$ cat src/hw/rtl/mtts_pkg.sv
// Shared types and constants for the multi-timer tick scheduler.
// No dependencies; used by the controller, datapath and top level.
package mtts_pkg;

    localparam int SLOTS  = 8;
    localparam int SLOT_W = (SLOTS > 1) ? $clog2(SLOTS) : 1;
    localparam int OP_W   = 3;
    localparam int SEL_W  = 3;
    localparam int IVL_W  = 16;
    localparam int CNT_W  = 32;
    localparam int MASK_W = 8;
    localparam int MASK_IW = $clog2(MASK_W);
    localparam int STAT_W = 2;

    typedef enum logic [OP_W-1:0] {
        OP_TICK   = 3'd0,
        OP_CREATE = 3'd1,
        OP_START  = 3'd2,
        OP_STOP   = 3'd3,
        OP_DELETE = 3'd4
    } opcode_t;

    typedef enum logic [STAT_W-1:0] {
        ST_OK       = 2'd0,
        ST_OCCUPIED = 2'd1,
        ST_EMPTY    = 2'd2
    } status_t;

    typedef enum logic [1:0] {
        S_IDLE = 2'd0,
        S_EXEC = 2'd1,
        S_SCAN = 2'd2,
        S_RESP = 2'd3
    } state_t;

    typedef struct packed {
        logic capture;
        logic exec;
        logic scan_step;
    } dp_cmd_t;

    typedef struct packed {
        logic is_tick;
        logic scan_last;
    } dp_stat_t;

endpackage

$ cat src/hw/rtl/multi_timer_tick_scheduler.sv
// Top level of the multi-timer tick scheduler.
// Depends on mtts_pkg, mtts_ctrl and mtts_dp.
//
// A transaction is taken when start is high and busy is low; every transaction
// returns one result on fired_mask and status, marked by done for exactly one
// cycle, and the receiver cannot stall it. A slot command (create, start, stop,
// delete or an unused opcode) passes the execute state and then raises done in
// the response state; no new transaction is accepted before done. A tick adds,
// between execute and response, the scan that checks one timer slot per cycle
// against the tick count. busy is low again in the cycle after done.
module multi_timer_tick_scheduler (
    input  logic                          clk,
    input  logic                          rst_n,
    input  logic                          start,
    output logic                          busy,
    input  logic [mtts_pkg::OP_W-1:0]     opcode,
    input  logic [mtts_pkg::SEL_W-1:0]    slot,
    input  logic                          periodic,
    input  logic [mtts_pkg::IVL_W-1:0]    interval,
    output logic                          done,
    output logic [mtts_pkg::MASK_W-1:0]   fired_mask,
    output logic [mtts_pkg::STAT_W-1:0]   status
);

    mtts_pkg::dp_cmd_t  dp_cmd;
    mtts_pkg::dp_stat_t dp_stat;

    mtts_ctrl u_ctrl (
        .clk     (clk),
        .rst_n   (rst_n),
        .start   (start),
        .dp_stat (dp_stat),
        .dp_cmd  (dp_cmd),
        .busy    (busy),
        .done    (done)
    );

    mtts_dp u_dp (
        .clk        (clk),
        .rst_n      (rst_n),
        .dp_cmd     (dp_cmd),
        .dp_stat    (dp_stat),
        .opcode     (opcode),
        .slot       (slot),
        .periodic   (periodic),
        .interval   (interval),
        .fired_mask (fired_mask),
        .status     (status)
    );

endmodule

$ cat src/hw/rtl/mtts_ctrl.sv
// Controller state machine for the multi-timer tick scheduler.
// Depends on mtts_pkg; drives the datapath through dp_cmd_t.
module mtts_ctrl (
    input  logic               clk,
    input  logic               rst_n,
    input  logic               start,
    input  mtts_pkg::dp_stat_t dp_stat,
    output mtts_pkg::dp_cmd_t  dp_cmd,
    output logic               busy,
    output logic               done
);

    mtts_pkg::state_t state_reg;
    mtts_pkg::state_t state_next;

    always_ff @(posedge clk or negedge rst_n)
    begin
        if (!rst_n)
        begin
            state_reg <= mtts_pkg::S_IDLE;
        end
        else
        begin
            state_reg <= state_next;
        end
    end

    always_comb
    begin
        state_next = state_reg;
        case (state_reg)
            mtts_pkg::S_IDLE:
            begin
                if (start)
                begin
                    state_next = mtts_pkg::S_EXEC;
                end
            end
            mtts_pkg::S_EXEC:
            begin
                state_next = dp_stat.is_tick ? mtts_pkg::S_SCAN : mtts_pkg::S_RESP;
            end
            mtts_pkg::S_SCAN:
            begin
                if (dp_stat.scan_last)
                begin
                    state_next = mtts_pkg::S_RESP;
                end
            end
            mtts_pkg::S_RESP:
            begin
                state_next = mtts_pkg::S_IDLE;
            end
            default:
            begin
                state_next = mtts_pkg::S_IDLE;
            end
        endcase
    end

    always_comb
    begin
        dp_cmd.capture   = (state_reg == mtts_pkg::S_IDLE) && start;
        dp_cmd.exec      = (state_reg == mtts_pkg::S_EXEC);
        dp_cmd.scan_step = (state_reg == mtts_pkg::S_SCAN);
        busy             = (state_reg != mtts_pkg::S_IDLE);
        done             = (state_reg == mtts_pkg::S_RESP);
    end

    // every accepted transaction leads to a result, then back to idle
    a_accept_busy: assert property (@(posedge clk) disable iff (!rst_n)
        start && !busy |=> busy && !done)
        else $error("accepted transaction did not enter execution");

    a_done_release: assert property (@(posedge clk) disable iff (!rst_n)
        done |=> !busy)
        else $error("busy held after result strobe");

    a_exec_once: assert property (@(posedge clk) disable iff (!rst_n)
        dp_cmd.exec |=> !dp_cmd.exec)
        else $error("execute step repeated");

endmodule

$ cat src/hw/rtl/mtts_dp.sv
// Datapath for the multi-timer tick scheduler: slot table, tick counter, scan.
// Depends on mtts_pkg; sequenced by mtts_ctrl through dp_cmd_t.
module mtts_dp (
    input  logic                          clk,
    input  logic                          rst_n,
    input  mtts_pkg::dp_cmd_t             dp_cmd,
    output mtts_pkg::dp_stat_t            dp_stat,
    input  logic [mtts_pkg::OP_W-1:0]     opcode,
    input  logic [mtts_pkg::SEL_W-1:0]    slot,
    input  logic                          periodic,
    input  logic [mtts_pkg::IVL_W-1:0]    interval,
    output logic [mtts_pkg::MASK_W-1:0]   fired_mask,
    output logic [mtts_pkg::STAT_W-1:0]   status
);

    logic [mtts_pkg::OP_W-1:0]    op_reg;
    logic [mtts_pkg::SEL_W-1:0]   sel_reg;
    logic                         per_reg;
    logic [mtts_pkg::IVL_W-1:0]   ivl_reg;

    logic [mtts_pkg::CNT_W-1:0]   tick_reg;
    logic [mtts_pkg::CNT_W-1:0]   tick_next;
    logic [mtts_pkg::SLOTS-1:0]   valid_reg;
    logic [mtts_pkg::SLOTS-1:0]   valid_next;
    logic [mtts_pkg::SLOTS-1:0]   running_reg;
    logic [mtts_pkg::SLOTS-1:0]   running_next;
    logic [mtts_pkg::SLOTS-1:0]   periodic_reg;
    logic [mtts_pkg::SLOTS-1:0]   periodic_next;
    logic [mtts_pkg::SLOT_W-1:0]  idx_reg;
    logic [mtts_pkg::SLOT_W-1:0]  idx_next;
    logic [mtts_pkg::MASK_W-1:0]  mask_reg;
    logic [mtts_pkg::MASK_W-1:0]  mask_next;
    mtts_pkg::status_t            status_reg;
    mtts_pkg::status_t            status_next;

    logic [mtts_pkg::IVL_W-1:0]   ivl_mem [mtts_pkg::SLOTS];
    logic [mtts_pkg::CNT_W-1:0]   due_mem [mtts_pkg::SLOTS];
    logic [mtts_pkg::IVL_W-1:0]   ivl_rd_reg;
    logic [mtts_pkg::CNT_W-1:0]   due_rd_reg;

    logic [mtts_pkg::SLOT_W-1:0]  sidx;
    logic                         slot_ok;
    logic                         wr_create;
    logic                         reload;
    logic                         hit;
    logic [mtts_pkg::CNT_W-1:0]   diff;

    assign sidx    = mtts_pkg::SLOT_W'(sel_reg);
    assign slot_ok = (32'(sel_reg) < mtts_pkg::SLOTS);
    assign diff    = tick_reg - due_rd_reg;
    assign hit     = valid_reg[idx_reg] && running_reg[idx_reg] && !diff[mtts_pkg::CNT_W-1];

    assign dp_stat.is_tick   = (op_reg == mtts_pkg::OP_TICK);
    assign dp_stat.scan_last = (idx_reg == mtts_pkg::SLOT_W'(mtts_pkg::SLOTS - 1));

    assign fired_mask = mask_reg;
    assign status     = status_reg;

    always_ff @(posedge clk)
    begin
        if (dp_cmd.capture)
        begin
            op_reg  <= opcode;
            sel_reg <= slot;
            per_reg <= periodic;
            ivl_reg <= interval;
        end
    end

    always_comb
    begin
        tick_next     = tick_reg;
        valid_next    = valid_reg;
        running_next  = running_reg;
        periodic_next = periodic_reg;
        idx_next      = idx_reg;
        mask_next     = mask_reg;
        status_next   = status_reg;
        wr_create     = 1'b0;
        reload        = 1'b0;
        if (dp_cmd.exec)
        begin
            mask_next   = '0;
            status_next = mtts_pkg::ST_OK;
            idx_next    = '0;
            case (op_reg)
                mtts_pkg::OP_CREATE:
                begin
                    if (!slot_ok)
                    begin
                        status_next = mtts_pkg::ST_EMPTY;
                    end
                    else if (valid_reg[sidx])
                    begin
                        status_next = mtts_pkg::ST_OCCUPIED;
                    end
                    else
                    begin
                        valid_next[sidx]    = 1'b1;
                        running_next[sidx]  = 1'b0;
                        periodic_next[sidx] = per_reg;
                        wr_create           = 1'b1;
                    end
                end
                mtts_pkg::OP_START, mtts_pkg::OP_STOP, mtts_pkg::OP_DELETE:
                begin
                    if (!slot_ok || !valid_reg[sidx])
                    begin
                        status_next = mtts_pkg::ST_EMPTY;
                    end
                    else if (op_reg == mtts_pkg::OP_START)
                    begin
                        running_next[sidx] = 1'b1;
                    end
                    else if (op_reg == mtts_pkg::OP_STOP)
                    begin
                        running_next[sidx] = 1'b0;
                    end
                    else
                    begin
                        valid_next[sidx]   = 1'b0;
                        running_next[sidx] = 1'b0;
                    end
                end
                default:
                begin
                end
            endcase
        end
        else if (dp_cmd.scan_step)
        begin
            if (hit)
            begin
                if (32'(idx_reg) < mtts_pkg::MASK_W)
                begin
                    mask_next[mtts_pkg::MASK_IW'(idx_reg)] = 1'b1;
                end
                if (periodic_reg[idx_reg])
                begin
                    reload = 1'b1;
                end
                else
                begin
                    running_next[idx_reg] = 1'b0;
                end
            end
            idx_next = idx_reg + 1'b1;
            if (dp_stat.scan_last)
            begin
                tick_next = tick_reg + 1'b1;
            end
        end
    end

    always_ff @(posedge clk or negedge rst_n)
    begin
        if (!rst_n)
        begin
            tick_reg     <= '0;
            valid_reg    <= '0;
            running_reg  <= '0;
            periodic_reg <= '0;
            idx_reg      <= '0;
            mask_reg     <= '0;
            status_reg   <= mtts_pkg::ST_OK;
        end
        else
        begin
            tick_reg     <= tick_next;
            valid_reg    <= valid_next;
            running_reg  <= running_next;
            periodic_reg <= periodic_next;
            idx_reg      <= idx_next;
            mask_reg     <= mask_next;
            status_reg   <= status_next;
        end
    end

    // read data is registered from idx_next so it matches the scan index; a reload writes the slot just checked
    always_ff @(posedge clk)
    begin
        if (wr_create)
        begin
            ivl_mem[sidx] <= ivl_reg;
            due_mem[sidx] <= '0;
        end
        else if (reload)
        begin
            due_mem[idx_reg] <= tick_reg + mtts_pkg::CNT_W'(ivl_rd_reg);
        end
        ivl_rd_reg <= ivl_mem[idx_next];
        due_rd_reg <= due_mem[idx_next];
    end

    // tick count advances only at the end of a scan
    a_tick_hold: assert property (@(posedge clk) disable iff (!rst_n)
        !(dp_cmd.scan_step && dp_stat.scan_last) |=> $stable(tick_reg))
        else $error("tick count changed outside scan end");

    // slot commands never report fired slots
    a_cmd_mask: assert property (@(posedge clk) disable iff (!rst_n)
        dp_cmd.exec && !dp_stat.is_tick |=> mask_reg == '0)
        else $error("fired mask set by a slot command");

    a_run_valid: assert property (@(posedge clk) disable iff (!rst_n)
        (running_reg & ~valid_reg) == '0)
        else $error("running slot is not valid");

endmodule
$ cat config.mk
export PLATFORM = sky130hd
export DESIGN_NAME = multi_timer_tick_scheduler
export DESIGN_NICKNAME = d
export VERILOG_FILES = /design/src/hw/rtl/mtts_pkg.sv /design/src/hw/rtl/multi_timer_tick_scheduler.sv /design/src/hw/rtl/mtts_ctrl.sv /design/src/hw/rtl/mtts_dp.sv
export SDC_FILE = /design/constraint.sdc
export NUM_CORES = 1
export LEC_CHECK = 0
export BUFFER_PORTS_ARGS = -buffer_cell sky130_fd_sc_hd__clkbuf_2
export CORE_ASPECT_RATIO = 1.25
export CORE_MARGIN = 3
export CORE_UTILIZATION = 28
export CTS_CLUSTER_SIZE = 10
export DETAILED_ROUTE_END_ITERATION = 7
export PLACE_DENSITY_LB_ADDON = 0.2
export SYNTH_ARGS = -nofsm -noshare
export SYNTH_HDL_FRONTEND = slang
export SYNTH_HIERARCHICAL = 1
export SYNTH_SLANG_ARGS = --single-unit
$ cat constraint.sdc
create_clock -name clk -period 4.91 [get_ports clk]
set_clock_uncertainty 0.2 [all_clocks]
set_input_delay 1.2275 -clock clk [delete_from_list [all_inputs] [get_ports clk]]
set_output_delay 1.2275 -clock clk [all_outputs]
set_load 0.1 [all_outputs]
==> impl_metrics.json, run 1 <==
{
  "place_inst": 2971,
  "p_total_mw": 14.59,
  "worst-path-stages": 10,
  "core_area_um2": 78850,
  "cts_setup_buffers": 0,
  "top_register": "u_dp/due_mem",
  "hold_ws_ps": 277.3,
  "worstSetupPathType": "reg -> reg",
  "core.rowCount": 115,
  "synth-edff-count": 407,
  "layout-drive-gt1-share": 0.09744,
  "worst_ep_arrival_time_ps": 4340,
  "grt_max_degree": 81,
  "vdd_drop_max_v": 0.0004970,
  "fp.dieH_um": 321.9,
  "async_flop_share": 0.1350,
  "cp_num_buf_inv": 2,
  "wl_per_cell_um": 17.93,
  "wirelength_met1_um": 24100,
  "reg_top3": "u_dp/due_mem x256, u_dp/ivl_mem x128",
  "seq_area_um2": 14960,
  "crit_required_ps": 4990,
  "synth_area_um2": 22360,
  "synth.area.top_cells": "edfxtp_1 55%, nand2_1 8.7%, dfrtp_1 7.9%",
  "drc": 0,
  "grt.total_usage": 0.1351,
  "clock_path_buffers": 3,
  "min_period_over_period": 0.8679,
  "fillCellCount": 8008,
  "postLayoutCellArea_um2": 25690,
  "routed.top_layer": "met4",
  "met3_length_um": 1689,
  "dp_slack_ps": 564.7,
  "synth.net_count": 2029,
  "start_util": 0.2836,
  "r2r_cells": 10,
  "clock_power_share": 0.281,
  "hold_path.class": "reg -> reg",
  "via_per_inst": 4.630,
  "vias": 14290,
  "power_frac_seq": 0.378,
  "die-area_um2": 83300,
  "antenna_found_initial": 0,
  "tritoncts": "built",
  "ys.flop_type": "edfxtp_1",
  "p_per_area_nw_per_um2": 567.8,
  "endpoint_kind": "register",
  "fin_nets": 2061,
  "crit_slowest_cell": "o21ai_4",
  "ys_ff_latch": 526,
  "cts_sinks": 526,
  "dpl_cell_area_um2": 23900,
  "max_stage_delay_ps": 710,
  "clk-insertion-delay-late_ps": 610,
  "max_freq_mhz": 234.7,
  "tightest_slew_ps": 1095,
  "layout_common_cells": "520 x nand2_1, 407 x edfxtp_1, 250 x nand3_1, 86 x o21ai_0, 71 x dfrtp_1",
  "grt_pass1_wl_um": 87990,
  "post-dp-hpwl_um": 33420,
  "ctsHoldBuffers": 0,
  "p_sw_mw": 5.508,
  "cp_max_fo": 17,
  "num_antenna_cells": 0,
  "synth_cell_types": 71,
  "fin_crit_ps": 4261,
  "worstPathCellList": "ha_1 > nand2_1 > o21ai_0 > a211oi_1 > o21a_1 > o21ai_0 > buf_4 > mux2i_4 > o21ai_4 > buf_4",
  "path_clk_slew_ps": 60,
  "drt_iter0_markers": 652,
  "sw_frac_of_total": 0.3776,
  "numCtsBuffers": 60,
  "route.met2.wl_um": 28310,
  "cts.repair.resized": 0,
  "fin_tns_setup_ps": 0,
  "finalMaxSlewViolations": 0,
  "port_buffers": 37,
  "status": "complete, no violations",
  "largest_register_ff_count": 256,
  "dr.pass1.iters": 4,
  "grt_setup_unrepaired": "no",
  "root_buffer": "clkbuf_16",
  "yosys.area.top_type_share": 0.5466,
  "yosysTopAreaCell": "edfxtp_1",
  "gp_congestion": 0.7787,
  "synth_warnings": 6,
  "final_common_cell": "nand2_1",
  "finalWirelength_um": 55300,
  "pwr-share-comb": 0.341,
  "setup_viol": 0,
  "multi_input_area_um2": 6924,
  "synth.avg_cell_area_um2": 11.48,
  "ios": 38,
  "maxCapViolations": 0,
  "p_int_mw": 9.079,
  "grt_pass1_vias": 14850,
  "htreeDepth": 2,
  "yosysSeqAreaShare": 0.6691,
  "die_w_um": 258.8,
  "fin_util": 0.3258,
  "hold_violations": 0,
  "worst_slack_ps": 648.6,
  "area_delta_synth_final_pct": 14.89,
  "fin_cells": 3085,
  "leakage_nw": 9.687,
  "postRouteAntennaNets": 0,
  "cp_top_family": "compound AO/OA/AOI/OAI gates",
  "hold_path_depth": 2,
  "slew_headroom": 0.2648,
  "synth_cells": 1948,
  "grt-ovfl-total": 0,
  "worstSetupStartpointType": "register"
}
## path summary, 6_finish.rpt
kind | from | endpoint | slack [ps]
max in group asynchronous | rst_n | u_dp/tick_reg[9] | 3200
hold reg to reg | u_dp/periodic_reg[2] | u_dp/periodic_reg[2] | 280
min in group asynchronous | rst_n | async pin | 470
setup reg to reg | u_dp/tick_reg[14] | u_dp/due_mem[2][26] | 650
hold / removal | u_dp/periodic_reg[2] | u_dp/periodic_reg[2] | 280
setup / recovery | u_dp/tick_reg[14] | u_dp/due_mem[2][26] | 650
## routing by layer
metal | vias to the layer above | global-route usage
met1 | 7064 | 0.1668
met2 | 178 | 0.2449
met3 | 88 | 0.02076
met4 | 0 | 0.03685
li1 | 6955 | -
met5 | - | 0
## layout make-up
| class | instances | share of cell area |
|---|---|---|
| timing repair buffer | 71 | 0.01919 |
| sequential | 526 | 0.5823 |
| multi-input combinational | 1269 | 0.2695 |
| tap | 1053 | 0.05129 |
| inverter | 52 | 0.007939 |
| clock inverter | 4 | 0.001169 |
| clock buffer | 110 | 0.06853 |
## kinds of logic after synthesis
logic type,Yosys count,share of synthesized area
and+or+nand+nor,927,0.1823
DFF,526,0.6691
AOI/OAI and AO/OA,221,0.06105
buffers and inverters,153,0.02753
adders and majority gates,55,0.03111
xor gates and xnor gates,47,0.01841
muxes,19,0.01058
## synth_stat cells, drive strengths merged (3+ instances only)
cell     count
nand2      521
edfxtp     407
nand3      250
o21ai       91
clkbuf      73
dfrtp       71
nor2        71
ha          54
inv         52
dfxtp       48
a21oi       36
buf         28
xnor2       25
xor2        22
or3         16
mux2        11
a211oi      10
a31oi       10
nand4       10
o22ai       10
a21o         9
or2          9
nor3         8
o2bb2ai      8
and2         7
nor2b        7
o21a         7
o21bai       7
and3         6
mux2i        6
nand3b       6
o31ai        6
a2bb2oi      5
a22o         4
a221oi       3
a22oi        3
o21ba        3
or3b         3
## worst register-to-register path: stages, from the launching register on
cell and delay, ps:
dfrtp_1 440, ha_1 320, nand2_1 60, o21ai_0 540
a211oi_1 140, o21a_1 190, o21ai_0 470, buf_4 250
mux2i_4 190, o21ai_4 710, buf_4 410
## power by group through the flow
stage / Clock, mW / Combinational [mW] / Sequential, mW
floorplan: 0 / 3.47 / 5.53
global placement: 0 / 5.09 / 5.59
detailed placement: 0 / 5.13 / 5.60
CTS: 4.26 / 5.14 / 5.52
global route: 4.43 / 5.68 / 5.56
finish: 4.11 / 4.97 / 5.51
Power figures use the tool's default switching activity.
==> run 2, diff against run 1 <==
ABC_AREA = 1   (was unset)
BUFFER_PORTS_ARGS = unset   (was -buffer_cell sky130_fd_sc_hd__clkbuf_2)
DONT_BUFFER_PORTS = 1   (was unset)
==> run 2 against run 1 <==
Net effect:
- design area grew 0.18%
- non-clock buffer count shrank 33
- global-route usage grew 0.48 points
- clock power shrank 2%
- critical endpoint is now u_dp/due_mem[1][25]
- critical path type unchanged
- sequential cell count is the same
- critical path depth grew 3
- routed wire length grew 6.5%
- synthesized cell count grew 6.2%
- largest power group unchanged
==> impl_metrics.json, run 2 <==
{
  "status": "complete, no violations",
  "synth_cell_types": 48,
  "fin_tns_setup_ps": 0,
  "synth.area.top_cells": "edfxtp_1 54%, dfrtp_1 7.8%, nor2_1 6.9%",
  "grt_setup_unrepaired": "no",
  "layout-drive-gt1-share": 0.08318,
  "wl_per_cell_um": 18.51,
  "synth-edff-count": 407,
  "fin_nets": 2161,
  "cts_setup_buffers": 0,
  "clock_path_buffers": 3,
  "clock_power_share": 0.295,
  "post-dp-hpwl_um": 36610,
  "cp_max_fo": 32,
  "tritoncts": "built",
  "area_delta_synth_final_pct": 13.66,
  "antenna_found_initial": 2,
  "vdd_drop_max_v": 0.0004568,
  "start_util": 0.2851,
  "drt_iter0_markers": 973,
  "setup_viol": 0,
  "reg_top3": "u_dp/due_mem x256, u_dp/ivl_mem x128",
  "die-area_um2": 84330,
  "grt_max_degree": 194,
  "maxCapViolations": 0,
  "fp.dieH_um": 323.9,
  "grt_pass1_wl_um": 91000,
  "finalMaxSlewViolations": 0,
  "die_w_um": 260.3,
  "synth.avg_cell_area_um2": 10.95,
  "max_freq_mhz": 265.3,
  "synth.net_count": 2149,
  "cts_sinks": 526,
  "max_stage_delay_ps": 800,
  "fillCellCount": 8028,
  "grt.total_usage": 0.1399,
  "gp_congestion": 0.8608,
  "synth.most_common_cell": "nor2_1",
  "top_register": "u_dp/due_mem",
  "worstSetupPathType": "reg -> reg",
  "grt_pass1_vias": 15020,
  "clk-insertion-delay-late_ps": 640,
  "vias": 14940,
  "finalWirelength_um": 58890,
  "p_int_mw": 8.615,
  "synth_warnings": 6,
  "async_flop_share": 0.1350,
  "cp_num_buf_inv": 2,
  "yosysTopAreaCell": "edfxtp_1",
  "num_antenna_cells": 0,
  "numCtsBuffers": 59,
  "ctsHoldBuffers": 0,
  "root_buffer": "clkbuf_16",
  "largest_register_ff_count": 256,
  "sw_frac_of_total": 0.3655,
  "ys.flop_type": "edfxtp_1",
  "via_per_inst": 4.696,
  "port_buffers": 0,
  "final_common_cell": "edfxtp_1",
  "worstSetupStartpointType": "register",
  "layout_common_cells": "407 x edfxtp_1, 400 x nor2_1, 239 x nand2_1, 203 x o21ai_0, 123 x inv_1",
  "crit_slowest_cell": "dfrtp_1",
  "p_sw_mw": 4.962,
  "worst_ep_arrival_time_ps": 3810,
  "worstPathCellList": "inv_2 > o21ai_1 > nand2_1 > nand2_1 > nand2_1 > nand2_1 > nand2_1 > nor2_4 > nand4_4 > nand2_1 > nand3_1 > nor2_4 > buf_4",
  "pwr-share-comb": 0.302,
  "synth_area_um2": 22640,
  "ios": 38,
  "hold_path.class": "in -> async",
  "cts.repair.resized": 0,
  "tightest_slew_ps": 1025,
  "min_period_over_period": 0.7676,
  "place_inst": 3072,
  "p_per_area_nw_per_um2": 527.6,
  "leakage_nw": 9.375,
  "dr.pass1.iters": 5,
  "core.rowCount": 115,
  "postRouteAntennaNets": 0,
  "htreeDepth": 2,
  "fin_crit_ps": 3769,
  "dp_slack_ps": 1149,
  "core_area_um2": 79430,
  "yosys.area.top_type_share": 0.5398,
  "ys_ff_latch": 526,
  "cp_common_cell": "nand2_1",
  "crit_required_ps": 4950,
  "fin_cells": 3181,
  "path_clk_slew_ps": 60,
  "cp_top_family": "simple AND/OR/NAND/NOR gates",
  "endpoint_kind": "register",
  "worst_slack_ps": 1141,
  "yosysSeqAreaShare": 0.6607,
  "synthTopCellsByCount": "416 x nor2_1, 407 x edfxtp_1, 239 x nand2_1",
  "hold_violations": 0,
  "r2r_cells": 13,
  "drc": 0,
  "power_frac_seq": 0.402,
  "worst-path-stages": 13,
  "synth_cells": 2068,
  "grt-ovfl-total": 0,
  "slew_headroom": 0.3158
}
==> run 2: final timing paths <==
path                                  from             endpoint  slack (ps)
max                        u_dp/idx_reg[0]  u_dp/due_mem[1][25]        1140
min                                  rst_n     u_dp/tick_reg[2]         100
max reg2reg                u_dp/idx_reg[0]  u_dp/due_mem[1][25]        1140
min reg2reg                       register             register         300
max in group asynchronous            rst_n    u_dp/tick_reg[18]        4240
min in group clk                  register             register         300
==> run 2: cells by family (layout without fill, tap and decap cells) <==
kind of cell	count (synthesis)	in the layout	synth area share
buf+inv	227	287	0.04045
compound gates	420	420	0.1016
simple gates	794	794	0.1487
flops	526	526	0.6607
xor+xnor	46	46	0.01779
fa+ha+maj	55	55	0.03073
==> run 2: power by group through the flow <==
stage | Clock [mW] | Sequential, mW | Combinational [mW]
3_5_place_dp | 0 | 5.56 | 4.17
5_1_grt | 4.31 | 5.50 | 4.65
3_3_place_gp | 0 | 5.56 | 4.13
6_report | 4.01 | 5.46 | 4.11
2_1_floorplan | 0 | 5.41 | 3.00
4_1_cts | 4.14 | 5.47 | 4.18
==> run 2: per-layer routing <==
metal / track usage / vias up / wire length [µm]
li1: - / 7253 / -
met3: 0.01765 / 86 / 1810
met5: 0 / - / 13
met4: 0.04214 / 2 / 1492
met1: 0.1696 / 7345 / 25190
met2: 0.2584 / 252 / 30390
==> run 2: final cells by class <==
class	count	area, µm²	share of cell area
inverter	140	533.0	0.02071
sequential	526	14960	0.5813
clock buffer	104	1645	0.06393
timing repair buffer	38	322.8	0.01254
multi-input combinational	1315	6854	0.2663
tap	1053	1318	0.05120
clock inverter	5	102.6	0.003987
==> run 2: through the flow <==
| stage | util | hold WS, ps | area, µm² | power, mW |
|---|---|---|---|---|
| finish | 0.3240 | 97.45 | 25730 | 13.58 |
| global route | 0.3240 | 41.91 | 25730 | 14.47 |
| CTS | 0.3240 | 32.02 | 25730 | 13.79 |
| detailed placement | 0.3020 | 288.3 | 23990 | 9.723 |
| global placement | 0.3020 | 284.5 | 23990 | 9.687 |
| floorplan | - | 258.8 | 22640 | 8.409 |
